## config.mk

```make
export PLATFORM = sky130hd
export DESIGN_NAME = multi_slot_periodic_timer_top
export DESIGN_NICKNAME = d
export VERILOG_FILES = /design/src/rtl/msp_pkg.sv /design/src/rtl/msp_slot_ram.sv /design/src/rtl/msp_sorter.sv /design/src/rtl/multi_slot_periodic_timer_top.sv
export SDC_FILE = /design/constraint.sdc
export NUM_CORES = 2
export LEC_CHECK = 0
export BUFFER_PORTS_ARGS = -buffer_cell sky130_fd_sc_hd__buf_2
export CAP_MARGIN = 30
export CORE_ASPECT_RATIO = 0.6
export CORE_MARGIN = 4
export CORE_UTILIZATION = 30
export CTS_CLUSTER_DIAMETER = 80
export DETAILED_ROUTE_END_ITERATION = 8
export PLACE_DENSITY_LB_ADDON = 0.08
export SKIP_CTS_REPAIR_TIMING = 1
export SLEW_MARGIN = 20
export SYNTH_ARGS = -nofsm -noshare
export SYNTH_HDL_FRONTEND = slang
export SYNTH_SLANG_ARGS = --single-unit
export TNS_END_PERCENT = 1
```

## constraint.sdc

```tcl
create_clock -name clk -period 13.7 [get_ports clk]
set_input_delay 1.37 -clock clk [delete_from_list [all_inputs] [get_ports clk]]
set_output_delay 1.37 -clock clk [all_outputs]
set_load 0.01 [all_outputs]
```

## src/rtl/msp_pkg.sv

```systemverilog
`timescale 1ns / 1ps
`default_nettype none
// ----------------------------------------------------------------------------
// msp_pkg
// Shared constants, types and helpers for the multi-slot periodic timer bank.
// ----------------------------------------------------------------------------
package msp_pkg;

  localparam int NUM_TIMERS = 8;
  localparam int TIME_BITS  = 48;
  localparam int MAX_EVENTS = 8;
  localparam int STAMP_BITS = 16;

  localparam int SLOT_W  = (NUM_TIMERS > 1) ? $clog2(NUM_TIMERS) : 1;
  localparam int CNT_W   = $clog2(NUM_TIMERS + 1);
  localparam int EV_MAX  = (MAX_EVENTS < NUM_TIMERS) ? MAX_EVENTS : NUM_TIMERS;
  localparam int EV_W    = (EV_MAX > 1) ? $clog2(EV_MAX) : 1;
  localparam int EVN_W   = $clog2(EV_MAX + 1);

  typedef enum logic [2:0] {
    MODE_TICK  = 3'd0,
    MODE_INIT  = 3'd1,
    MODE_START = 3'd2,
    MODE_PAUSE = 3'd3,
    MODE_STOP  = 3'd4,
    MODE_RESET = 3'd5,
    MODE_QUERY = 3'd6
  } mode_t;

  typedef struct packed {
    logic [TIME_BITS-1:0]  target;
    logic [TIME_BITS-1:0]  start;
    logic [31:0]           timeout;
    logic [31:0]           period;
    logic [STAMP_BITS-1:0] stamp;
  } slot_rec_t;

  typedef struct packed {
    logic              we;
    logic [SLOT_W-1:0] addr;
    slot_rec_t         data;
  } ram_wr_t;

  typedef struct packed {
    logic [TIME_BITS-1:0]  target;
    logic [STAMP_BITS-1:0] age;
    logic [SLOT_W-1:0]     id;
  } sort_key_t;

  function automatic logic [SLOT_W-1:0] to_slot(input logic [2:0] id);
    return SLOT_W'(id);
  endfunction

endpackage
`default_nettype wire

```

## src/rtl/msp_slot_ram.sv

```systemverilog
`timescale 1ns / 1ps
`default_nettype none
// ----------------------------------------------------------------------------
// msp_slot_ram
// Slot record store: one write port, one registered read port. An entry that
// has never been written reads as an all-zero record.
// ----------------------------------------------------------------------------
module msp_slot_ram (
  input  wire                     clk,
  input  wire                     rst_n,
  input  msp_pkg::ram_wr_t        wr,
  input  wire [msp_pkg::SLOT_W-1:0] raddr,
  output msp_pkg::slot_rec_t      rdata
);
  import msp_pkg::*;

  slot_rec_t             mem [NUM_TIMERS];
  logic [NUM_TIMERS-1:0] written_r;
  slot_rec_t             q_r;
  logic                  q_vld_r;

  always_ff @(posedge clk) begin
    if (wr.we) begin
      mem[wr.addr] <= wr.data;
    end
    q_r <= mem[raddr];
  end

  always_ff @(posedge clk) begin
    if (!rst_n) begin
      written_r <= '0;
      q_vld_r   <= 1'b0;
    end else begin
      if (wr.we) begin
        written_r[wr.addr] <= 1'b1;
      end
      q_vld_r <= written_r[raddr];
    end
  end

  assign rdata = q_vld_r ? q_r : '0;

endmodule
`default_nettype wire

```

## src/rtl/msp_sorter.sv

```systemverilog
`timescale 1ns / 1ps
`default_nettype none
// ----------------------------------------------------------------------------
// msp_sorter
// Insertion sorter: keeps expired slots ordered by target, then recency, then
// slot number, taking one candidate per cycle.
// ----------------------------------------------------------------------------
module msp_sorter (
  input  wire                       clk,
  input  wire                       rst_n,
  input  wire                       clr,
  input  wire                       ins_valid,
  input  msp_pkg::sort_key_t        ins_key,
  output logic [msp_pkg::SLOT_W-1:0] lane_id_o [msp_pkg::NUM_TIMERS],
  output logic [msp_pkg::CNT_W-1:0]  count_o
);
  import msp_pkg::*;

  sort_key_t             lanes_r [NUM_TIMERS];
  logic [CNT_W-1:0]      cnt_r;
  logic [NUM_TIMERS-1:0] keep;
  logic [NUM_TIMERS-1:0] place;
  sort_key_t             shift_src [NUM_TIMERS];

  // Lanes ahead of the new word stay; the first lane that does not stay takes
  // the new word and the rest move down by one.
  always_comb begin
    for (int i = 0; i < NUM_TIMERS; i++) begin
      keep[i] = (i < int'(cnt_r)) &&
                ((lanes_r[i].target < ins_key.target) ||
                 ((lanes_r[i].target == ins_key.target) &&
                  (lanes_r[i].age <= ins_key.age)));
    end
    place[0]     = 1'b1;
    shift_src[0] = ins_key;
    for (int i = 1; i < NUM_TIMERS; i++) begin
      place[i]     = keep[i-1];
      shift_src[i] = lanes_r[i-1];
    end
  end

  always_ff @(posedge clk) begin
    if (ins_valid && !clr) begin
      for (int i = 0; i < NUM_TIMERS; i++) begin
        if (!keep[i]) begin
          lanes_r[i] <= place[i] ? ins_key : shift_src[i];
        end
      end
    end
  end

  always_ff @(posedge clk) begin
    if (!rst_n) begin
      cnt_r <= '0;
    end else if (clr) begin
      cnt_r <= '0;
    end else if (ins_valid) begin
      cnt_r <= cnt_r + CNT_W'(1);
    end
  end

  always_comb begin
    for (int i = 0; i < NUM_TIMERS; i++) begin
      lane_id_o[i] = lanes_r[i].id;
    end
  end

  assign count_o = cnt_r;

endmodule
`default_nettype wire

```

## src/rtl/multi_slot_periodic_timer_top.sv

```systemverilog
`timescale 1ns / 1ps
`default_nettype none
// Command: handled in S_CMD with busy high; the result word is registered on the outputs.
// Tick: S_SCAN reads every slot record through the single RAM read port, then
// S_SCAN_END and S_PLAN; each expiry gets a read-modify-write re-arm in S_UPD_RD
// and S_UPD_WR, and S_EMIT then sends the expiry words back to back.
// Synchronous reset clears time, stamp counter and flags; every slot record reads
// as zero until first written, so no clearing pass is needed.
// ----------------------------------------------------------------------------
// multi_slot_periodic_timer_top
// Bank of millisecond timer slots with commands and ordered expiry events.
// ----------------------------------------------------------------------------
module multi_slot_periodic_timer_top (
  input  wire        clk,
  input  wire        rst_n,
  input  wire        start,
  output logic       busy,
  input  wire [2:0]  in_mode,
  input  wire [2:0]  in_timer_id,
  input  wire [31:0] in_timeout_ms,
  input  wire [31:0] in_interval_ms,
  input  wire        in_start_now,
  output logic       out_valid,
  output logic       out_kind,
  output logic [2:0] out_slot_id,
  output logic       out_ready_res,
  output logic       out_running,
  output logic       out_last
);
  import msp_pkg::*;

  typedef enum logic [2:0] {
    S_IDLE, S_CMD, S_SCAN, S_SCAN_END, S_PLAN, S_UPD_RD, S_UPD_WR, S_EMIT
  } state_t;

  state_t                state_r;
  logic [TIME_BITS-1:0]  now_r;
  logic [STAMP_BITS-1:0] ctr_r;
  logic [NUM_TIMERS-1:0] act_r;
  logic [NUM_TIMERS-1:0] clr_r;
  mode_t                 cmd_mode_r;
  logic [2:0]            cmd_id_r;
  logic [31:0]           cmd_tmo_r;
  logic [31:0]           cmd_ivl_r;
  logic                  cmd_now_r;
  logic [SLOT_W-1:0]     scan_idx_r;
  logic                  rd_vld_r;
  logic [SLOT_W-1:0]     rd_id_r;
  logic [EV_W-1:0]       k_r;
  logic [EVN_W-1:0]      n_r;
  logic [EV_MAX-1:0]     ev_rdy_r;
  logic [EV_MAX-1:0]     ev_run_r;

  logic                  out_valid_r, out_kind_r, out_ready_r, out_running_r, out_last_r;
  logic [2:0]            out_slot_r;

  logic [SLOT_W-1:0]     raddr;
  slot_rec_t             rd_data;
  ram_wr_t               wr;
  logic                  accept;
  logic [SLOT_W-1:0]     cslot;
  logic                  in_range;
  slot_rec_t             nrec;
  logic                  nact, nclr, do_start, take_stamp;
  logic [SLOT_W-1:0]     lane_id [NUM_TIMERS];
  logic [CNT_W-1:0]      sort_cnt;
  logic                  sort_clr, ins_valid;
  sort_key_t             ins_key;
  logic [SLOT_W-1:0]     ev_slot;
  slot_rec_t             upd_rec;
  logic                  upd_rdy, upd_stamp;

  assign busy     = (state_r != S_IDLE);
  assign accept   = start && !busy;
  assign cslot    = to_slot(cmd_id_r);
  assign in_range = (int'(cmd_id_r) < NUM_TIMERS);
  assign ev_slot  = lane_id[SLOT_W'(k_r)];

  msp_slot_ram u_ram (
    .clk   (clk),
    .rst_n (rst_n),
    .wr    (wr),
    .raddr (raddr),
    .rdata (rd_data)
  );

  assign sort_clr  = accept;
  assign ins_valid = rd_vld_r && act_r[rd_id_r] && !clr_r[rd_id_r] &&
                     (rd_data.target <= now_r);
  assign ins_key   = '{target: rd_data.target, age: ctr_r - rd_data.stamp, id: rd_id_r};

  msp_sorter u_sort (
    .clk       (clk),
    .rst_n     (rst_n),
    .clr       (sort_clr),
    .ins_valid (ins_valid),
    .ins_key   (ins_key),
    .lane_id_o (lane_id),
    .count_o   (sort_cnt)
  );

  // Command update of the addressed slot.
  always_comb begin
    nrec       = rd_data;
    nact       = act_r[cslot];
    nclr       = clr_r[cslot];
    do_start   = 1'b0;
    take_stamp = 1'b0;
    unique case (cmd_mode_r)
      MODE_INIT: begin
        nrec.timeout = cmd_tmo_r;
        nrec.period  = cmd_ivl_r;
        nrec.target  = '0;
        nclr         = 1'b1;
        nact         = 1'b0;
        do_start     = cmd_now_r;
      end
      MODE_START: do_start = 1'b1;
      MODE_PAUSE: begin
        if (nact) begin
          nact       = 1'b0;
          nrec.start = (rd_data.target > now_r) ? now_r : rd_data.target;
        end
      end
      MODE_STOP: begin
        nact        = 1'b0;
        nclr        = 1'b1;
        nrec.target = '0;
      end
      MODE_RESET: begin
        nrec.start  = now_r;
        nrec.target = now_r + TIME_BITS'(nrec.timeout);
        nclr        = 1'b0;
      end
      default: ;
    endcase
    if (do_start && !nact) begin
      nact = 1'b1;
      if (nclr) begin
        nrec.target = now_r + TIME_BITS'(nrec.timeout);
        nclr        = 1'b0;
      end else begin
        nrec.target = nrec.target - nrec.start + now_r;
      end
      nrec.start = now_r;
      nrec.stamp = ctr_r;
      take_stamp = 1'b1;
    end
  end

  // Expiry handling: one-shot slots stop, periodic slots move on one period.
  always_comb begin
    upd_rec   = rd_data;
    upd_stamp = 1'b0;
    if (rd_data.period == '0) begin
      upd_rec.target = '0;
      upd_rdy        = 1'b1;
    end else begin
      upd_rec.target = rd_data.target + TIME_BITS'(rd_data.period);
      upd_rec.stamp  = ctr_r;
      upd_stamp      = 1'b1;
      upd_rdy        = (upd_rec.target <= now_r);
    end
  end

  always_comb begin
    unique case (state_r)
      S_IDLE:   raddr = to_slot(in_timer_id);
      S_SCAN:   raddr = scan_idx_r;
      S_UPD_RD: raddr = ev_slot;
      default:  raddr = '0;
    endcase
    wr = '0;
    if (state_r == S_CMD) begin
      wr.we   = in_range;
      wr.addr = cslot;
      wr.data = nrec;
    end else if (state_r == S_UPD_WR) begin
      wr.we   = 1'b1;
      wr.addr = ev_slot;
      wr.data = upd_rec;
    end
  end

  always_ff @(posedge clk) begin
    if (accept) begin
      cmd_mode_r <= mode_t'(in_mode);
      cmd_id_r   <= in_timer_id;
      cmd_tmo_r  <= in_timeout_ms;
      cmd_ivl_r  <= in_interval_ms;
      cmd_now_r  <= in_start_now;
    end
    rd_id_r <= scan_idx_r;
  end

  always_ff @(posedge clk) begin
    if (!rst_n) begin
      state_r       <= S_IDLE;
      now_r         <= '0;
      ctr_r         <= '0;
      act_r         <= '0;
      clr_r         <= '1;
      scan_idx_r    <= '0;
      rd_vld_r      <= 1'b0;
      k_r           <= '0;
      n_r           <= '0;
      ev_rdy_r      <= '0;
      ev_run_r      <= '0;
      out_valid_r   <= 1'b0;
      out_kind_r    <= 1'b0;
      out_slot_r    <= '0;
      out_ready_r   <= 1'b0;
      out_running_r <= 1'b0;
      out_last_r    <= 1'b0;
    end else begin
      out_valid_r <= (state_r == S_CMD) || (state_r == S_EMIT);
      rd_vld_r    <= (state_r == S_SCAN);
      unique case (state_r)
        S_IDLE: begin
          if (accept) begin
            if (mode_t'(in_mode) == MODE_TICK) begin
              now_r      <= now_r + TIME_BITS'(1);
              scan_idx_r <= '0;
              state_r    <= S_SCAN;
            end else begin
              state_r <= S_CMD;
            end
          end
        end
        S_CMD: begin
          if (in_range) begin
            act_r[cslot] <= nact;
            clr_r[cslot] <= nclr;
            if (take_stamp) begin
              ctr_r <= ctr_r + STAMP_BITS'(1);
            end
          end
          out_kind_r    <= 1'b1;
          out_slot_r    <= cmd_id_r;
          out_ready_r   <= in_range ? (nclr || (nrec.target <= now_r)) : 1'b1;
          out_running_r <= in_range ? nact : 1'b0;
          out_last_r    <= 1'b1;
          state_r       <= S_IDLE;
        end
        S_SCAN: begin
          if (scan_idx_r == SLOT_W'(NUM_TIMERS - 1)) begin
            state_r <= S_SCAN_END;
          end else begin
            scan_idx_r <= scan_idx_r + SLOT_W'(1);
          end
        end
        S_SCAN_END: state_r <= S_PLAN;
        S_PLAN: begin
          if (sort_cnt == '0) begin
            state_r <= S_IDLE;
          end else begin
            if (int'(sort_cnt) > EV_MAX) begin
              n_r <= EVN_W'(EV_MAX);
              k_r <= EV_W'(EV_MAX - 1);
            end else begin
              n_r <= EVN_W'(sort_cnt);
              k_r <= EV_W'(sort_cnt - CNT_W'(1));
            end
            state_r <= S_UPD_RD;
          end
        end
        S_UPD_RD: state_r <= S_UPD_WR;
        S_UPD_WR: begin
          // Walk the events backwards so the first event gets the newest stamp.
          if (upd_stamp) begin
            ctr_r <= ctr_r + STAMP_BITS'(1);
          end else begin
            act_r[ev_slot] <= 1'b0;
            clr_r[ev_slot] <= 1'b1;
          end
          ev_rdy_r[k_r] <= upd_rdy;
          ev_run_r[k_r] <= upd_stamp;
          if (k_r == '0) begin
            state_r <= S_EMIT;
          end else begin
            k_r     <= k_r - EV_W'(1);
            state_r <= S_UPD_RD;
          end
        end
        S_EMIT: begin
          out_kind_r    <= 1'b0;
          out_slot_r    <= 3'(ev_slot);
          out_ready_r   <= ev_rdy_r[k_r];
          out_running_r <= ev_run_r[k_r];
          out_last_r    <= (EVN_W'(k_r) + EVN_W'(1) == n_r);
          if (EVN_W'(k_r) + EVN_W'(1) == n_r) begin
            state_r <= S_IDLE;
          end else begin
            k_r <= k_r + EV_W'(1);
          end
        end
        default: state_r <= S_IDLE;
      endcase
    end
  end

  assign out_valid     = out_valid_r;
  assign out_kind      = out_kind_r;
  assign out_slot_id   = out_slot_r;
  assign out_ready_res = out_ready_r;
  assign out_running   = out_running_r;
  assign out_last      = out_last_r;

endmodule
`default_nettype wire

```

==> metrics.md <==
| Metric | Value |
|---|---|
| Status | `completed` |
| Top Ports | `83` |
| Detail Route Antenna Nets | `0` |
| Combined area of the multi-input logic cells | `0.05015 mm2` |
| RePlAce Congestion | `0.9357` |
| Critical path buffer and inverter count | `4` |
| Root Buffer Master | `clkbuf_16` |
| Required @ worst endpoint | `14.58 ns` |
| Register area share after synthesis | `0.5571` |
| Initial antenna violation count | `40` |
| Drt first pass iters | `5` |
| Largest family of logic cells by synthesized area | `simple AND/OR/NAND/NOR gates` |
| Final Non-Filler Cells | `16.47k` |
| Critical path depth | `41` |
| Number of global-route vias before repair | `83.91k` |
| Global-route wire length before repair | `665300 um` |
| Post-synthesis mux area share | `0.04875` |
| H-tree Lvls | `4` |
| RSZ-0062 raised after global routing | `no` |
| Synth cell count leaders | `2138 x nand2_1, 2015 x edfxtp_1, 979 x nand3_1` |
| Post-synthesis cell type count | `93` |
| Delay-heaviest family, CP | `compound AO/OA/AOI/OAI gates` |
| Die Area | `0.4097 mm2` |
| Mapped cell area | `0.1197 mm2` |
| Largest cells by area after synthesis | `edfxtp_1 51%, ha_1 8.5%, nand2_1 6.7%` |
| Initial Util | `0.3017` |
| Clock sink count | `2325` |
| Wirelength per Cell | `28.74 um` |
| Total number of vias | `88.11k` |
| Max Cap Viol | `0` |
| Reg area | `0.06672 mm2` |
| Layout area overhead | `13.33%` |
| Share of the synthesized area in the top cell type | `0.5053` |
| Asr flop ratio synth | `0` |
| Fmax | `82.81 MHz` |
| CP Class | `flip-flop to flip-flop` |
| Die width | `823.6 um` |
| Synth Area in Compound Gates | `0.09521` |
| Die Ht | `497.4 um` |
| Setup TNS | `0 ns` |
| Post-synth net total | `11.79k` |
| Clock buffer count from CTS | `244` |
| Synthesized area per cell | `11.03 um2` |
| CP peak stage delay | `0.74 ns` |
| Layout cells sized above 1 | `0.1180` |
| Reg2Reg Depth | `41` |
| Max Slew Vio Count | `0` |
| Mapped Cells | `10.85k` |
| Vias per cell | `5.349` |
| Latest clock arrival within the worst-skew pair | `0.98 ns` |
| # nets final | `11.85k` |
| Clock Skew | `0.1190 ns` |
| Yosys warns | `0` |
| Reg2Reg Setup Slack | `1.62 ns` |
| Reg2Reg Launch Point | `u_ram.q_vld_r` |
| Synth Area in Adders | `0.09411` |
| # fillers | `39.52k` |
| Finish-stage setup viols | `0` |
| Largest area contributor in the netlist | `edfxtp_1` |
| Min-delay src | `scan_idx_r[2]` |
| Most common cell in the netlist | `nand2_1` |
| HP Class | `flip-flop to flip-flop` |
| Detailed Place HPWL | `323600 um` |
| Largest net degree at the start of global routing | `142` |
| Final Hold Viols | `0` |
| Worst path most repeated cell | `a21oi_1` |
| CP max-delay cell | `nand3_1` |
| Slew HR | `0.2208` |
| Synth Flop Type | `edfxtp_1` |
| Worst setup path startpoint | `u_ram.q_vld_r` |
| CTS clk-pin slew, worst paths | `0.07 ns` |
| Dpl cells | `15.99k` |
| Post-route DRC violation count | `0` |
| Peak VDD IR | `0.1123 mV` |
| Leakage | `50.32 nW` |
| Wirelength, routed | `473400 um` |
| # port buffers | `82` |
| Crit Reg-Reg Endpoint | `out_ready_res` |
| Clk buf depth | `4` |
| CTS tree | `yes` |
| Post-synth EDFFs | `2015` |
| XOR/XNOR Fraction of Synth Area | `0.01828` |
| PwrDens | `132.9 mW/mm2` |
| Least-Margin Pin Slew | `1.169 ns` |
| CP arrival | `12.96 ns` |
| Yosys reg bits | `2325` |
| Core Footprint | `0.3969 mm2` |
| Endpoint type of the worst setup path | `flip-flop` |
| CP Launch Type | `flip-flop` |
| Worst setup endpoint | `out_ready_res` |
| Final period util | `0.8814` |
| Tmin final | `12.08 ns` |
| CP max FO | `36` |
| Post-Synth Simple-Gate Area | `0.1585` |
| Overflow after GRT | `0` |
| Iter 0 DRT Violations | `9611` |
| Num rows | `179` |
| GR Util All Layers | `0.2234` |
worst min path at each step:
stage / endpoint / slack (ns) / depth (start not counted)
3_3_place_gp: rd_id_r[2] / 0.40 / 0
2_1_floorplan: rd_id_r[1] / 0.37 / 0
5_1_grt: rd_id_r[2] / 0.44 / 0
3_5_place_dp: rd_id_r[2] / 0.39 / 0
6_report: rd_id_r[2] / 0.41 / 0
4_1_cts: rd_id_r[2] / 0.40 / 0
layout make-up:
class | instances | share of cell area
multi-input combinational | 7655 | 0.3695
sequential | 2325 | 0.4916
timing repair buffer | 378 | 0.02102
tap | 5339 | 0.04922
clock buffer | 324 | 0.04953
antenna | 17 | 0.0003135
clock inverter | 125 | 0.01017
inverter | 310 | 0.008593
registers in the layout (all words and copies together), names as in the netlist, 4 cells and up:
signal	cells
u_ram.q_r	176
ev_rdy_r	8
clr_r	8
u_sort.count_o	4
ctr_r	16
n_r	4
cmd_ivl_r	32
u_sort.lanes_r	536
cmd_tmo_r	32
u_ram.mem	1408
now_r	48
u_ram.written_r	8
ev_run_r	8
act_r	8
worst reg2reg max path: cells and delay by family (launching register included):
kind / cells / cell delay (ns)
xor gates and xnor gates: 1 / 0.20
AOI/OAI and AO/OA: 22 / 5.88
buffers and inverters: 4 / 1.46
adders and majority gates: 4 / 1.45
DFF: 1 / 0.64
and+or+nand+nor: 10 / 2.38
where the power goes:
part | internal (W) | total, W | switching [W]
sequential | 0.00787 | 0.00799 | 0.000119
clock | 0.00394 | 0.00693 | 0.00299
combinational | 0.000899 | 0.00311 | 0.00221
total | 0.0127 | 0.0180 | 0.00532
layout by cell type (no fill, tap or decap), types with 34 or more instances in the layout:
cell type,n
and2_1,99
ha_1,811
buf_4,246
a211oi_1,50
nand3_1,979
a21oi_1,433
nor3_1,81
and3_1,40
nand4_1,172
clkinv_1,68
nand2_1,2135
buf_2,104
mux2i_1,50
mux2_2,436
a21o_1,179
a22oi_1,43
o21ai_0,530
inv_1,267
a22o_1,71
edfxtp_1,2015
o32ai_1,34
nor2b_1,145
clkbuf_1,53
fa_1,52
nor2_1,346
o21a_1,93
xor2_1,69
dfxtp_1,309
clkinv_2,47
xnor2_1,181
clkbuf_16,248
nand2b_1,88
kinds of logic after synthesis:
kind of cell / count (synthesis)
xor gates and xnor gates: 250
muxes: 516
buffers and inverters: 873
DFF: 2325
AOI/OAI and AO/OA: 1788
and+or+nand+nor: 4230
adders and majority gates: 871
layer usage:
layer  share of wire  up-vias  track usage
li1                -    39840            -
met2            0.39     2963       0.3038
met5        0.000057        -            0
met4           0.017        4      0.03592
met3           0.069      470      0.04084
met1            0.52    44830       0.3647
stage by stage:
step | utilization | setup WS, ns | hold slack, ns | instance area (um2) | total power, W
2_1_floorplan | - | 2.835 | 0.3673 | 119700 | 0.009880
3_3_place_gp | 0.3200 | 2.014 | 0.3988 | 127000 | 0.01119
3_5_place_dp | 0.3210 | 2.054 | 0.3948 | 127400 | 0.01120
4_1_cts | 0.3415 | 2.025 | 0.4045 | 135500 | 0.01817
5_1_grt | 0.3419 | 1.256 | 0.4364 | 135700 | 0.01877
6_report | 0.3419 | 1.624 | 0.4087 | 135700 | 0.01803
Note: power is estimated with default switching activity, not from simulation.
